==> src/rtl/source_text_lexer_assert.svh <==
// Assertion macros used by the lexer RTL.
`ifndef SOURCE_TEXT_LEXER_ASSERT_SVH
`define SOURCE_TEXT_LEXER_ASSERT_SVH

// Same-cycle implication, disabled while reset is low.
`define STL_ASSERT_NOW(lbl, clk, rstn, ante, cons, msg) \
    lbl: assert property (@(posedge clk) disable iff (!(rstn)) (ante) |-> (cons)) \
        else $error(msg);

// Next-cycle implication, disabled while reset is low.
`define STL_ASSERT_NEXT(lbl, clk, rstn, ante, cons, msg) \
    lbl: assert property (@(posedge clk) disable iff (!(rstn)) (ante) |=> (cons)) \
        else $error(msg);

`endif

==> src/rtl/stl_pkg.sv <==
package stl_pkg;

    localparam int TOKEN_KIND_W = 6;
    localparam int TOKEN_LINE_W = 24;
    localparam int TOKEN_OFFSET_W = 24;
    localparam int TOKEN_SIZE_W = 16;

    typedef logic [TOKEN_KIND_W-1:0] t_kind;
    typedef logic [7:0] t_char;

    typedef struct packed {
        t_kind                     kind;
        logic [TOKEN_LINE_W-1:0]   line;
        logic [TOKEN_OFFSET_W-1:0] offset;
        logic [TOKEN_SIZE_W-1:0]   size;
        logic                      last;
    } t_token;

    // Token codes
    localparam t_kind K_PLUS   = 6'd2;
    localparam t_kind K_MINUS  = 6'd3;
    localparam t_kind K_TIMES  = 6'd4;
    localparam t_kind K_DIV    = 6'd5;
    localparam t_kind K_EQU    = 6'd6;
    localparam t_kind K_GT     = 6'd7;
    localparam t_kind K_NJOIN  = 6'd8;
    localparam t_kind K_GTEQ   = 6'd9;
    localparam t_kind K_MOD    = 6'd10;
    localparam t_kind K_LT     = 6'd11;
    localparam t_kind K_LTEQ   = 6'd12;
    localparam t_kind K_NEQ    = 6'd13;
    localparam t_kind K_RANGE  = 6'd14;
    localparam t_kind K_LPAREN = 6'd15;
    localparam t_kind K_RPAREN = 6'd16;
    localparam t_kind K_LBRACK = 6'd17;
    localparam t_kind K_RBRACK = 6'd18;
    localparam t_kind K_NAME   = 6'd19;
    localparam t_kind K_INT    = 6'd20;
    localparam t_kind K_FLOAT  = 6'd21;
    localparam t_kind K_ARROW  = 6'd32;
    localparam t_kind K_EOF    = 6'd33;
    localparam t_kind K_SOF    = 6'd34;

    // Character codes
    localparam t_char CH_NUL    = 8'h00;
    localparam t_char CH_NL     = 8'h0A;
    localparam t_char CH_PERCENT = 8'h25;
    localparam t_char CH_LPAREN = 8'h28;
    localparam t_char CH_RPAREN = 8'h29;
    localparam t_char CH_STAR   = 8'h2A;
    localparam t_char CH_PLUS   = 8'h2B;
    localparam t_char CH_MINUS  = 8'h2D;
    localparam t_char CH_DOT    = 8'h2E;
    localparam t_char CH_SLASH  = 8'h2F;
    localparam t_char CH_0      = 8'h30;
    localparam t_char CH_9      = 8'h39;
    localparam t_char CH_SEMI   = 8'h3B;
    localparam t_char CH_LESS   = 8'h3C;
    localparam t_char CH_EQUAL  = 8'h3D;
    localparam t_char CH_GREATER = 8'h3E;
    localparam t_char CH_UPPER_A = 8'h41;
    localparam t_char CH_UPPER_Z = 8'h5A;
    localparam t_char CH_LBRACK = 8'h5B;
    localparam t_char CH_RBRACK = 8'h5D;
    localparam t_char CH_UNDER  = 8'h5F;
    localparam t_char CH_LOWER_A = 8'h61;
    localparam t_char CH_LOWER_Z = 8'h7A;
    localparam t_char CH_BAR    = 8'h7C;

    typedef enum logic [3:0] {
        PH_START   = 4'd0,
        PH_IDLE    = 4'd1,
        PH_MINUS   = 4'd2,
        PH_SLASH   = 4'd3,
        PH_LESS    = 4'd4,
        PH_GREATER = 4'd5,
        PH_DOT     = 4'd6,
        PH_BAR     = 4'd7,
        PH_NAME    = 4'd8,
        PH_NUM     = 4'd9,
        PH_COMMENT = 4'd10,
        PH_NUMDOT  = 4'd11
    } t_phase;

endpackage

==> src/rtl/stl_char_if.sv <==
interface stl_char_if ();
    logic       valid;
    logic       ready;
    logic [7:0] text_char;

    modport source (output valid, output text_char, input ready);
    modport sink (input valid, input text_char, output ready);
endinterface

==> src/rtl/stl_token_if.sv <==
interface stl_tok_if import stl_pkg::*; ();
    logic                      valid;
    logic                      ready;
    t_kind                     token_kind;
    logic [TOKEN_LINE_W-1:0]   token_line;
    logic [TOKEN_OFFSET_W-1:0] lexeme_offset;
    logic [TOKEN_SIZE_W-1:0]   lexeme_size;
    logic                      last_of_run;

    modport source (
        output valid, output token_kind, output token_line, output lexeme_offset,
        output lexeme_size, output last_of_run, input ready
    );
    modport sink (
        input valid, input token_kind, input token_line, input lexeme_offset,
        input lexeme_size, input last_of_run, output ready
    );
endinterface

==> src/rtl/source_text_lexer.sv <==
// Channel   Dir  Payload                                           Transfer
// i_text    in   text_char                                         valid & ready
// o_token   out  token_kind token_line lexeme_offset lexeme_size   valid & ready
//                last_of_run
//
// One byte per cycle while i_text.ready is high; a byte is registered, then its tokens queued.
// Each byte yields zero to two tokens into an 8-entry output queue; the queue depth
// sets how far the output side may stall before i_text.ready drops.
// Reset (i_rst_n low at a clock edge) returns to the start of a text, line 1, offset 0.
// i_text.ready drops while queued tokens plus two slots held for the byte in flight
// leave under two free slots.
module source_text_lexer import stl_pkg::*; #(
    parameter int POSITION_BITS = 24,
    parameter int LINE_BITS = 24,
    parameter int LENGTH_BITS = 16
) (
    input logic i_clk,
    input logic i_rst_n,
    stl_char_if.sink i_text,
    stl_tok_if.source o_token
);

    localparam int DEPTH = 8;
    localparam int PTR_W = $clog2(DEPTH);
    localparam int CNT_W = PTR_W + 1;

    function automatic logic is_digit(input t_char c);
        return (c >= CH_0) && (c <= CH_9);
    endfunction

    function automatic logic is_letter(input t_char c);
        return ((c >= CH_UPPER_A) && (c <= CH_UPPER_Z)) ||
               ((c >= CH_LOWER_A) && (c <= CH_LOWER_Z)) || (c == CH_UNDER);
    endfunction

    // Input register
    logic  r_in_valid;
    t_char r_in_char;

    // Lexer state
    t_phase                   r_phase, n_phase;
    logic [LINE_BITS-1:0]     r_line, n_line;
    logic [POSITION_BITS-1:0] r_pos, n_pos;
    logic [POSITION_BITS-1:0] r_begin, n_begin;
    logic [LENGTH_BITS-1:0]   r_count, n_count;
    logic                     r_saw, n_saw;

    // Output queue
    t_token           r_queue [DEPTH];
    logic [PTR_W-1:0] r_wr_ptr;
    logic [PTR_W-1:0] r_rd_ptr;
    logic [CNT_W-1:0] r_fifo_cnt;

    logic in_xfer;
    logic out_xfer;

    // start_byte decode
    t_phase sb_phase;
    logic   sb_tok_valid;
    t_kind  sb_kind;
    logic   sb_nl;
    logic   sb_lex;

    // Up to three candidate tokens: SOF, flushed pending token, new token
    logic                   a_valid;
    logic                   b_valid;
    t_kind                  b_kind;
    logic                   b_lex;
    logic [LENGTH_BITS-1:0] b_size;
    logic                   c_valid;
    t_kind                  c_kind;
    logic                   do_sb;
    t_phase                 pe;
    logic [LENGTH_BITS-1:0] cnt_p1;
    logic [LENGTH_BITS-1:0] cnt_p2;
    logic [LINE_BITS-1:0]   line_p1;
    logic [POSITION_BITS-1:0] pos_p1;

    t_token     tok_a, tok_b, tok_c;
    t_token     tok_first, tok_second;
    logic [1:0] push_cnt;
    logic [CNT_W:0] pending_slots;

    assign cnt_p1  = (r_count == '1) ? r_count : r_count + 1'b1;
    assign cnt_p2  = (cnt_p1 == '1) ? cnt_p1 : cnt_p1 + 1'b1;
    assign line_p1 = (r_line == '1) ? r_line : r_line + 1'b1;
    assign pos_p1  = (r_pos == '1) ? r_pos : r_pos + 1'b1;
    assign pe      = (r_phase == PH_START) ? PH_IDLE : r_phase;

    always_comb begin
        sb_phase     = PH_IDLE;
        sb_tok_valid = 1'b0;
        sb_kind      = K_PLUS;
        sb_nl        = 1'b0;
        sb_lex       = 1'b0;
        unique case (r_in_char)
            CH_NL:       sb_nl = 1'b1;
            CH_SEMI:     sb_phase = PH_COMMENT;
            CH_DOT:      sb_phase = PH_DOT;
            CH_BAR:      sb_phase = PH_BAR;
            CH_MINUS:    sb_phase = PH_MINUS;
            CH_SLASH:    sb_phase = PH_SLASH;
            CH_LESS:     sb_phase = PH_LESS;
            CH_GREATER:  sb_phase = PH_GREATER;
            CH_PLUS:     begin sb_tok_valid = 1'b1; sb_kind = K_PLUS;   end
            CH_STAR:     begin sb_tok_valid = 1'b1; sb_kind = K_TIMES;  end
            CH_PERCENT:  begin sb_tok_valid = 1'b1; sb_kind = K_MOD;    end
            CH_EQUAL:    begin sb_tok_valid = 1'b1; sb_kind = K_EQU;    end
            CH_LPAREN:   begin sb_tok_valid = 1'b1; sb_kind = K_LPAREN; end
            CH_RPAREN:   begin sb_tok_valid = 1'b1; sb_kind = K_RPAREN; end
            CH_LBRACK:   begin sb_tok_valid = 1'b1; sb_kind = K_LBRACK; end
            CH_RBRACK:   begin sb_tok_valid = 1'b1; sb_kind = K_RBRACK; end
            default: begin
                if (is_digit(r_in_char)) begin
                    sb_lex   = 1'b1;
                    sb_phase = PH_NUM;
                end else if (is_letter(r_in_char)) begin
                    sb_lex   = 1'b1;
                    sb_phase = PH_NAME;
                end
            end
        endcase
    end

    always_comb begin
        a_valid = (r_phase == PH_START);
        b_valid = 1'b0;
        b_kind  = K_MINUS;
        b_lex   = 1'b0;
        b_size  = r_count;
        c_valid = 1'b0;
        c_kind  = K_EOF;
        do_sb   = 1'b0;
        n_phase = pe;
        n_line  = r_line;
        n_pos   = pos_p1;
        n_begin = r_begin;
        n_count = r_count;
        n_saw   = r_saw;

        if (r_in_char == CH_NUL) begin
            // flush pending token, emit EOF, restart for the next text
            unique case (pe)
                PH_MINUS:   begin b_valid = 1'b1; b_kind = K_MINUS; end
                PH_SLASH:   begin b_valid = 1'b1; b_kind = K_DIV;   end
                PH_LESS:    begin b_valid = 1'b1; b_kind = K_LT;    end
                PH_GREATER: begin b_valid = 1'b1; b_kind = K_GT;    end
                PH_NAME:    begin b_valid = 1'b1; b_kind = K_NAME; b_lex = 1'b1; end
                PH_NUM: begin
                    b_valid = 1'b1;
                    b_kind  = r_saw ? K_FLOAT : K_INT;
                    b_lex   = 1'b1;
                end
                PH_NUMDOT: begin
                    b_valid = 1'b1;
                    b_kind  = K_FLOAT;
                    b_lex   = 1'b1;
                    b_size  = cnt_p1;
                end
                default: ;
            endcase
            c_valid = 1'b1;
            c_kind  = K_EOF;
            n_phase = PH_START;
            n_line  = LINE_BITS'(1);
            n_pos   = '0;
            n_count = '0;
            n_saw   = 1'b0;
        end else begin
            unique case (pe)
                PH_COMMENT: do_sb = (r_in_char == CH_NL);
                PH_MINUS: begin
                    if (r_in_char == CH_GREATER) begin
                        c_valid = 1'b1; c_kind = K_ARROW; n_phase = PH_IDLE;
                    end else begin
                        b_valid = 1'b1; b_kind = K_MINUS; do_sb = 1'b1;
                    end
                end
                PH_SLASH: begin
                    if (r_in_char == CH_EQUAL) begin
                        c_valid = 1'b1; c_kind = K_NEQ; n_phase = PH_IDLE;
                    end else begin
                        b_valid = 1'b1; b_kind = K_DIV; do_sb = 1'b1;
                    end
                end
                PH_LESS: begin
                    if (r_in_char == CH_EQUAL) begin
                        c_valid = 1'b1; c_kind = K_LTEQ; n_phase = PH_IDLE;
                    end else begin
                        b_valid = 1'b1; b_kind = K_LT; do_sb = 1'b1;
                    end
                end
                PH_GREATER: begin
                    if (r_in_char == CH_EQUAL) begin
                        c_valid = 1'b1; c_kind = K_GTEQ; n_phase = PH_IDLE;
                    end else begin
                        b_valid = 1'b1; b_kind = K_GT; do_sb = 1'b1;
                    end
                end
                PH_DOT: begin
                    if (r_in_char == CH_DOT) begin
                        c_valid = 1'b1; c_kind = K_RANGE; n_phase = PH_IDLE;
                    end else begin
                        do_sb = 1'b1;
                    end
                end
                PH_BAR: begin
                    if (r_in_char == CH_GREATER) begin
                        c_valid = 1'b1; c_kind = K_NJOIN; n_phase = PH_IDLE;
                    end else begin
                        do_sb = 1'b1;
                    end
                end
                PH_NAME: begin
                    if (is_letter(r_in_char) || is_digit(r_in_char)) begin
                        n_count = cnt_p1;
                    end else begin
                        b_valid = 1'b1; b_kind = K_NAME; b_lex = 1'b1; do_sb = 1'b1;
                    end
                end
                PH_NUM: begin
                    if (is_digit(r_in_char)) begin
                        n_count = cnt_p1;
                    end else if (r_in_char == CH_DOT) begin
                        n_phase = PH_NUMDOT;
                    end else begin
                        b_valid = 1'b1;
                        b_kind  = r_saw ? K_FLOAT : K_INT;
                        b_lex   = 1'b1;
                        do_sb   = 1'b1;
                    end
                end
                PH_NUMDOT: begin
                    if (r_in_char == CH_DOT) begin
                        // number ends before a range operator
                        b_valid = 1'b1;
                        b_kind  = r_saw ? K_FLOAT : K_INT;
                        b_lex   = 1'b1;
                        c_valid = 1'b1;
                        c_kind  = K_RANGE;
                        n_phase = PH_IDLE;
                    end else begin
                        // the held dot joins the number
                        n_saw = 1'b1;
                        if (is_digit(r_in_char)) begin
                            n_count = cnt_p2;
                            n_phase = PH_NUM;
                        end else begin
                            b_valid = 1'b1;
                            b_kind  = K_FLOAT;
                            b_lex   = 1'b1;
                            b_size  = cnt_p1;
                            n_count = cnt_p1;
                            do_sb   = 1'b1;
                        end
                    end
                end
                default: do_sb = 1'b1;
            endcase

            if (do_sb) begin
                n_phase = sb_phase;
                if (sb_tok_valid) begin
                    c_valid = 1'b1;
                    c_kind  = sb_kind;
                end
                if (sb_nl) begin
                    n_line = line_p1;
                end
                if (sb_lex) begin
                    n_begin = r_pos;
                    n_count = LENGTH_BITS'(1);
                    n_saw   = 1'b0;
                end
            end
        end
    end

    always_comb begin
        tok_a.kind   = K_SOF;
        tok_a.line   = TOKEN_LINE_W'(r_line);
        tok_a.offset = '0;
        tok_a.size   = '0;
        tok_a.last   = 1'b0;

        tok_b.kind   = b_kind;
        tok_b.line   = TOKEN_LINE_W'(r_line);
        tok_b.offset = b_lex ? TOKEN_OFFSET_W'(r_begin) : '0;
        tok_b.size   = b_lex ? TOKEN_SIZE_W'(b_size) : '0;
        tok_b.last   = 1'b0;

        tok_c.kind   = c_kind;
        tok_c.line   = TOKEN_LINE_W'(r_line);
        tok_c.offset = '0;
        tok_c.size   = '0;
        tok_c.last   = 1'b1;

        // SOF and a flushed token never occur together, so the second slot is always C
        priority if (a_valid) begin
            tok_first = tok_a;
        end else if (b_valid) begin
            tok_first = tok_b;
        end else begin
            tok_first = tok_c;
        end
        tok_second = tok_c;
        push_cnt   = {1'b0, a_valid} + {1'b0, b_valid} + {1'b0, c_valid};
        if (push_cnt == 2'd1) begin
            tok_first.last = 1'b1;
        end
    end

    assign pending_slots  = {1'b0, r_fifo_cnt} + (r_in_valid ? (CNT_W+1)'(2) : '0);
    assign i_text.ready   = (pending_slots <= (CNT_W+1)'(DEPTH - 2));
    assign in_xfer        = i_text.valid && i_text.ready;
    assign o_token.valid  = (r_fifo_cnt != '0);
    assign out_xfer       = o_token.valid && o_token.ready;

    assign o_token.token_kind    = r_queue[r_rd_ptr].kind;
    assign o_token.token_line    = r_queue[r_rd_ptr].line;
    assign o_token.lexeme_offset = r_queue[r_rd_ptr].offset;
    assign o_token.lexeme_size   = r_queue[r_rd_ptr].size;
    assign o_token.last_of_run   = r_queue[r_rd_ptr].last;

    always_ff @(posedge i_clk) begin
        if (!i_rst_n) begin
            r_in_valid <= 1'b0;
            r_phase    <= PH_START;
            r_line     <= LINE_BITS'(1);
            r_pos      <= '0;
            r_count    <= '0;
            r_saw      <= 1'b0;
            r_wr_ptr   <= '0;
            r_rd_ptr   <= '0;
            r_fifo_cnt <= '0;
        end else begin
            r_in_valid <= in_xfer;
            if (r_in_valid) begin
                r_phase <= n_phase;
                r_line  <= n_line;
                r_pos   <= n_pos;
                r_count <= n_count;
                r_saw   <= n_saw;
            end
            if (r_in_valid) begin
                r_wr_ptr <= r_wr_ptr + PTR_W'(push_cnt);
            end
            if (out_xfer) begin
                r_rd_ptr <= r_rd_ptr + 1'b1;
            end
            r_fifo_cnt <= r_fifo_cnt + (r_in_valid ? CNT_W'(push_cnt) : '0)
                          - (out_xfer ? CNT_W'(1) : '0);
        end
    end

    always_ff @(posedge i_clk) begin
        if (in_xfer) begin
            r_in_char <= i_text.text_char;
        end
        if (r_in_valid) begin
            r_begin <= n_begin;
            if (push_cnt != 2'd0) begin
                r_queue[r_wr_ptr] <= tok_first;
            end
            if (push_cnt == 2'd2) begin
                r_queue[r_wr_ptr + 1'b1] <= tok_second;
            end
        end
    end

`include "source_text_lexer_assert.svh"

    `STL_ASSERT_NOW(a_queue_room, i_clk, i_rst_n, r_in_valid,
        ({1'b0, r_fifo_cnt} + (CNT_W+1)'(push_cnt) <= (CNT_W+1)'(DEPTH)),
        "token queue overflow")
    `STL_ASSERT_NOW(a_eof_last, i_clk, i_rst_n,
        o_token.valid && (o_token.token_kind == K_EOF), o_token.last_of_run,
        "EOF token without last_of_run")
    `STL_ASSERT_NOW(a_sof_line, i_clk, i_rst_n,
        o_token.valid && (o_token.token_kind == K_SOF),
        o_token.token_line == TOKEN_LINE_W'(1), "SOF token not on line one")
    `STL_ASSERT_NEXT(a_restart, i_clk, i_rst_n,
        r_in_valid && (r_in_char == CH_NUL), (r_phase == PH_START) && (r_pos == '0),
        "text end did not restart the lexer")

endmodule

==> src/flat_wrapper.sv <==
// flat-port wrapper written by rule: the top's interface ports become plain ports
module source_text_lexer_flat import stl_pkg::*;
#(
    parameter int POSITION_BITS = 24,
    parameter int LINE_BITS = 24,
    parameter int LENGTH_BITS = 16
)
  (i_clk, i_rst_n, i_text_valid, i_text_text_char, i_text_ready, o_token_valid, o_token_token_kind, o_token_token_line, o_token_lexeme_offset, o_token_lexeme_size, o_token_last_of_run, o_token_ready);
  stl_char_if i_text_i ();
  stl_tok_if o_token_i ();
  input logic i_clk;
  input logic i_rst_n;
  input wire logic [$bits(i_text_i.valid)-1:0] i_text_valid;
  input wire logic [$bits(i_text_i.text_char)-1:0] i_text_text_char;
  output wire logic [$bits(i_text_i.ready)-1:0] i_text_ready;
  output wire logic [$bits(o_token_i.valid)-1:0] o_token_valid;
  output wire logic [$bits(o_token_i.token_kind)-1:0] o_token_token_kind;
  output wire logic [$bits(o_token_i.token_line)-1:0] o_token_token_line;
  output wire logic [$bits(o_token_i.lexeme_offset)-1:0] o_token_lexeme_offset;
  output wire logic [$bits(o_token_i.lexeme_size)-1:0] o_token_lexeme_size;
  output wire logic [$bits(o_token_i.last_of_run)-1:0] o_token_last_of_run;
  input wire logic [$bits(o_token_i.ready)-1:0] o_token_ready;
  assign i_text_i.valid = i_text_valid;
  assign i_text_i.text_char = i_text_text_char;
  assign i_text_ready = i_text_i.ready;
  assign o_token_valid = o_token_i.valid;
  assign o_token_token_kind = o_token_i.token_kind;
  assign o_token_token_line = o_token_i.token_line;
  assign o_token_lexeme_offset = o_token_i.lexeme_offset;
  assign o_token_lexeme_size = o_token_i.lexeme_size;
  assign o_token_last_of_run = o_token_i.last_of_run;
  assign o_token_i.ready = o_token_ready;
  source_text_lexer #(.POSITION_BITS(POSITION_BITS), .LINE_BITS(LINE_BITS), .LENGTH_BITS(LENGTH_BITS)) u_core (.i_clk(i_clk), .i_rst_n(i_rst_n), .i_text(i_text_i), .o_token(o_token_i));
endmodule
==> config.mk <==
export PLATFORM = sky130hd
export DESIGN_NAME = source_text_lexer_flat
export DESIGN_NICKNAME = d
export VERILOG_FILES = /design/src/rtl/stl_pkg.sv /design/src/rtl/stl_char_if.sv /design/src/rtl/stl_token_if.sv /design/src/rtl/source_text_lexer.sv /design/src/flat_wrapper.sv
export VERILOG_INCLUDE_DIRS = /design/src /design/src/rtl
export SDC_FILE = /design/constraint.sdc
export NUM_CORES = 1
export LEC_CHECK = 0
export ABC_CLOCK_PERIOD_IN_PS = 10400
export BUFFER_PORTS_ARGS = -buffer_cell sky130_fd_sc_hd__buf_2
export CORE_MARGIN = 2
export CORE_UTILIZATION = 30
export DETAILED_ROUTE_END_ITERATION = 16
export PLACE_DENSITY = 0.55
export REMOVE_ABC_BUFFERS = 1
export SETUP_SLACK_MARGIN = 0.02
export SLEW_MARGIN = 5
export SYNTH_ARGS = -nofsm -noshare
export SYNTH_HDL_FRONTEND = slang
export SYNTH_SLANG_ARGS = --single-unit
==> constraint.sdc <==
create_clock -name i_clk -period 10.4 [get_ports i_clk]
set_clock_uncertainty 0.05 [all_clocks]
set_input_delay 1.56 -clock i_clk [delete_from_list [all_inputs] [get_ports i_clk]]
set_output_delay 1.56 -clock i_clk [all_outputs]
set_load 0.05 [all_outputs]
-- Word level (Yosys, flattened, before mapping)
Memories as Yosys holds them, arrays and structs flattened. A register that Yosys moved wholly into a read port is not among the register bits.
Cells that the tools add are included.
- add/subtract/negate cells: 12
- order comparisons: 7
- equality and inequality tests: 35
- multiplexer cells: 107
- bitwise operators: 1
- reductions and logical operators: 25
- operators with widths (cell ; count):
    $mux W16 ; 15
    $mux W24 ; 7
    $mux W71 ; 2
    $pmux W6 S6 ; 3
    $eq A8 B6 Y1 const B ; 12
    $mux W6 ; 12
    $mux W4 ; 13
    $add A24 B1 Y24 const B ; 2
    $eq A24 B24 Y1 const B ; 2
    $pmux W16 S3 ; 1
    $mux W1 ; 39
    $pmux W5 S7 ; 1
    $add A16 B1 Y16 const B ; 2
    $eq A16 B16 Y1 const B ; 2
    $eq A8 B7 Y1 const B ; 4
    $pmux W4 S8 ; 1
    $pmux W4 S5 ; 1
    $eq A4 B3 Y1 const B ; 4
    $eq A4 B4 Y1 const B ; 4
    $ge A8 B7 Y1 const B ; 2
    $le A8 B7 Y1 const B ; 2
    $reduce_or A16 Y1 ; 1
    $mux W3 ; 4
    $mux W5 ; 2
    33 further kinds ; 49
- bits in registers: 112
- bits in writable memories: 568
- input port bits: 12
- output and inout bits: 73
- word-level logic and storage cells: 199
- memories kept: 1
- memory list (name ; depth ; width ; rd ports ; clocked after memory_dff ; write ports ; RTL line ; text):
    u_core.r_queue ; 8 ; 71 ; 1 ; 1 ; 2 ; source_text_lexer.sv:49 ; t_token r_queue [DEPTH];

-- Logic depth before layout (Yosys ltp)
- word-level depth: 15
- mapped depth: 20
- gate-level depth less buffers: 17

-- Worst setup path before layout
No wires, ideal clock.
- path kind: reg2reg
- start point: register u_core.r_in_char[4]
- end point: memory u_core.r_queue[5][41] in the netlist's numbering, enable pin
- setup time: 0.403 ns
- data arrival time: 4.469 ns
- required time: 9.947 ns
- setup slack: 5.478 ns
- cell stages (with the launch flop): 16
- path buffers: 2
- clock period less this slack: 4.922 ns
- cell sequence: edfxtp_1 -> or4b_1 -> buf_2 -> nor2_4 -> a21oi_1 -> o21ai_2 -> nand3_1 -> a31o_2 -> inv_1 -> fa_1 -> a21oi_1 -> nand2_1 -> nor2_1 -> nor2_1 -> inv_1 -> clkbuf_1
- RTL lines (item ; RTL line ; text):
    from (decl) ; source_text_lexer.sv:38 ; t_char r_in_char;
    from (signal assigned) ; source_text_lexer.sv:358 ; r_in_char <= i_text.text_char;
    to (decl) ; source_text_lexer.sv:49 ;

==> flow_summary.toml <==
[outcome]
outcome = "completed"

[global_routing]
global_route_met2_utilization = 0.264
grt.overflow.total = 0
grt.total_usage = 0.164
grt_first_pass_wirelength_um = 137000
pin_count_of_the_biggest_net_entering_global_routing = 111
gr-usage-met1 = 0.220
grt_pass1_vias = 22200
globalRoute.busiestLayer = "met2"
met3_track_utilization_from_global_routing = 0.0349
number_of_antenna_violations_at_the_first_check_in_global_routing = 3

[clock_tree]
post-cts-setup-buffer-count = 0
htree_num_levels = 3
cts_max_path_buffers = 3
clkTransAtPathRegs_ns = 0.06
root_buffer = "clkbuf_16"
cts_buffers = 77
tritoncts_num_sinks = 683
clk-insertion-delay-late_ns = 0.65
cts.repair.resized = 0
cts_tree = "done"
cts_hold_buf = 0

[detailed_routing]
count_of_vias_placed_by_the_detailed_router = 22800
drt-vias-per-instance = 5.28
detail_route.iter0.violations = 2047
wl_per_cell_um = 20.8
detailedRoute.firstPassIterationCount = 5
ant_nets = 0
total_wirelength_of_the_detailed_routed_design_um = 90200
drc = 0

[timing]
timing.final.max_slew_violations = 0
setup_viol = 0
final_period_util = 0.549
totalNegativeSetupSlack_ns = 0
maxSlewHeadroom = 0.236
rsz0062_at_grt = "no"
final_hold_viol_count = 0
tightestPinTransition_ns = 1.14
final_worst_path_period_need_ns = 5.71
timing.fmax_mhz = 175

[die]
boundaryPins = 85
initial_utilization = 0.301
die_ar_um2 = 108000
die_height_um = 329
fp-row-count = 119
die_x_um = 329
floorplan.core_area_um2 = 105000

[power]
worst_ir_drop_on_vdd_mv = 0.268
power.density_cell_area_nw_per_um2 = 197
leakagePower_nw = 11.8
power.total_mw = 7.06

[placement]
placedInstanceArea_um2 = 33200
place.detailed.hpwl_um = 53900
place.gp.congestion = 0.886
port_buffers = 84

[synthesis]
post_synth_inst_count = 2922
post_synth_instance_area_um2 = 31600
synth.ff_latch_count = 683
dominantRegCellSynth = "dfxtp_1"
synth_sequential_area_ratio = 0.519
synth_cell_type_count = 90
ys_async_sr_fraction = 0
synth_enable_flop_cells = 272
synth_area_per_cell_um2 = 10.8
synth_warnings = 0

[run]
max-cap-violations = 0

[worst_setup_path]
worstSetupEndpointType = "flip-flop"
path_max_fanout = 49
r2r_start = "u_core.r_in_char[4]"
worst_setup_path_startpoint = "u_core.r_in_char[4]"
timing.critical_path.arrival_ns = 5.93
crit_required_ns = 10.62
critical_path.startpoint_type = "flip-flop"
crit_type = "reg -> reg"

[finish]
areaGrowthSynthToFinish_pct = 13.5
final_area_um2 = 35900
diodes = 0
drive_gt1_frac = 0.182
nNetsFinal = 2903
layout.cells.most_common = "dfxtp_1"
layout.cells.most_common_list = "dfxtp_1 (408), o21ai_0 (300), edfxtp_1 (272), nand3_1 (250), nand2_1 (195)"

[min_path]
timing.hold.worst.start = "u_core.r_pos[18]"
hp-class = "reg -> reg"
==> Yosys cell counts, drive strengths merged, types with 4 or more instances <==
master,n,area [um^2]
and4,11,96.3
a211oi,16,125
a21oi,61,320
nor2,197,749
a31o,4,35.0
and3,21,131
o21ai,303,1520
or3,10,62.6
nand3,256,1280
inv,36,135
a221oi,9,78.8
o311ai,4,42.6
dfxtp,411,8230
a21o,7,52.6
o21a,5,37.5
o211ai,8,60.1
a311oi,4,35.0
buf,42,196
clkbuf,218,820
o22ai,44,275
nand4,23,150
a21boi,7,52.6
a31oi,11,90.1
mux2,74,833
nor3,34,180
edfxtp,272,8170
a22o,97,850
o2111ai,7,67.6
o31ai,5,51.3
xor2,38,333
or2,7,43.8
nand2b,12,75.1
ha,16,200
mux4,142,3200
nor4,9,68.8
a22oi,7,52.6
nand3b,5,37.5
nor2b,59,369
nand2,198,743
xnor2,34,298
and2,133,832
mux2i,8,80.1
==> final timing paths <==
check / cells after the start / to / slack (ns)
worst max-delay path: 14 / u_core.r_queue[5][54] / 4.69
worst min-delay path: 0 / u_core.r_begin[18] / 0.39
worst max register to register: 14 / u_core.r_queue[5][54] / 4.69
worst min register to register: 0 / u_core.r_begin[18] / 0.39
==> cell families after synthesis <==
group                    synth area share
multiplexers                        0.130
buffers and inverters              0.0368
flip-flops                          0.519
AO/OA/AOI/OAI                       0.128
adder cells (fa/ha/maj)           0.00824
AND/OR/NAND/NOR                     0.158
XOR/XNOR                           0.0200
==> layer usage <==
metal	part of all wire	routed length, um
met4	0.028	2480
met2	0.47	42000
met3	0.067	6020
met1	0.44	39600
met5	0.00010	9
==> state kept, by name, indices dropped and copies added (netlist names), named ones only <==
signal             cells
u_core.r_fifo_cnt      4
u_core.r_count        16
u_core.r_line         24
u_core.r_saw           1
u_core.r_in_valid      1
u_core.r_phase         4
u_core.r_wr_ptr        3
u_core.r_rd_ptr        3
u_core.r_in_char       8
u_core.r_pos          24
u_core.r_queue       568
u_core.r_begin        24
==> per-stage QoR <==
step           instances  setup WS (ns)  hold WS (ns)   util
2_1_floorplan       2662           2.57         0.358      -
3_3_place_gp        4184           4.84         0.364  0.317
3_5_place_dp        4184           4.72         0.368  0.317
4_1_cts             4327           4.71         0.383  0.342
5_1_grt             4327           4.31         0.400  0.342
6_report            4327           4.69         0.385  0.342
==> critical path, cell delays in order (launching register included) <==
cell      delay, ns
edfxtp_1       0.60
or4b_1         0.76
nor2_4         0.30
a21oi_1        0.16
o21ai_2        0.59
nand3_1        0.14
a31o_2         0.31
inv_1          0.15
fa_1           0.56
a21oi_1        0.32
nand2_1        0.20
nor2_1         0.15
buf_4          0.24
nor2_2         0.08
inv_2          0.72
==> final cells by class <==
cell class / count / area [um^2]
sequential: 683 / 16400
tap: 1391 / 1740
clock inverter: 30 / 423
fill: 10500 / 69000
multi-input combinational: 1940 / 14100
timing repair buffer: 131 / 786
clock buffer: 113 / 2230
inverter: 39 / 146
==> power breakdown <==
group          switching (mW)  total, mW  internal, mW
clock network            1.16       2.80          1.64
logic                   0.813       1.29         0.473
registers               0.116       2.98          2.86
total                    2.09       7.06          4.97
Power figures use the tool's default switching activity.
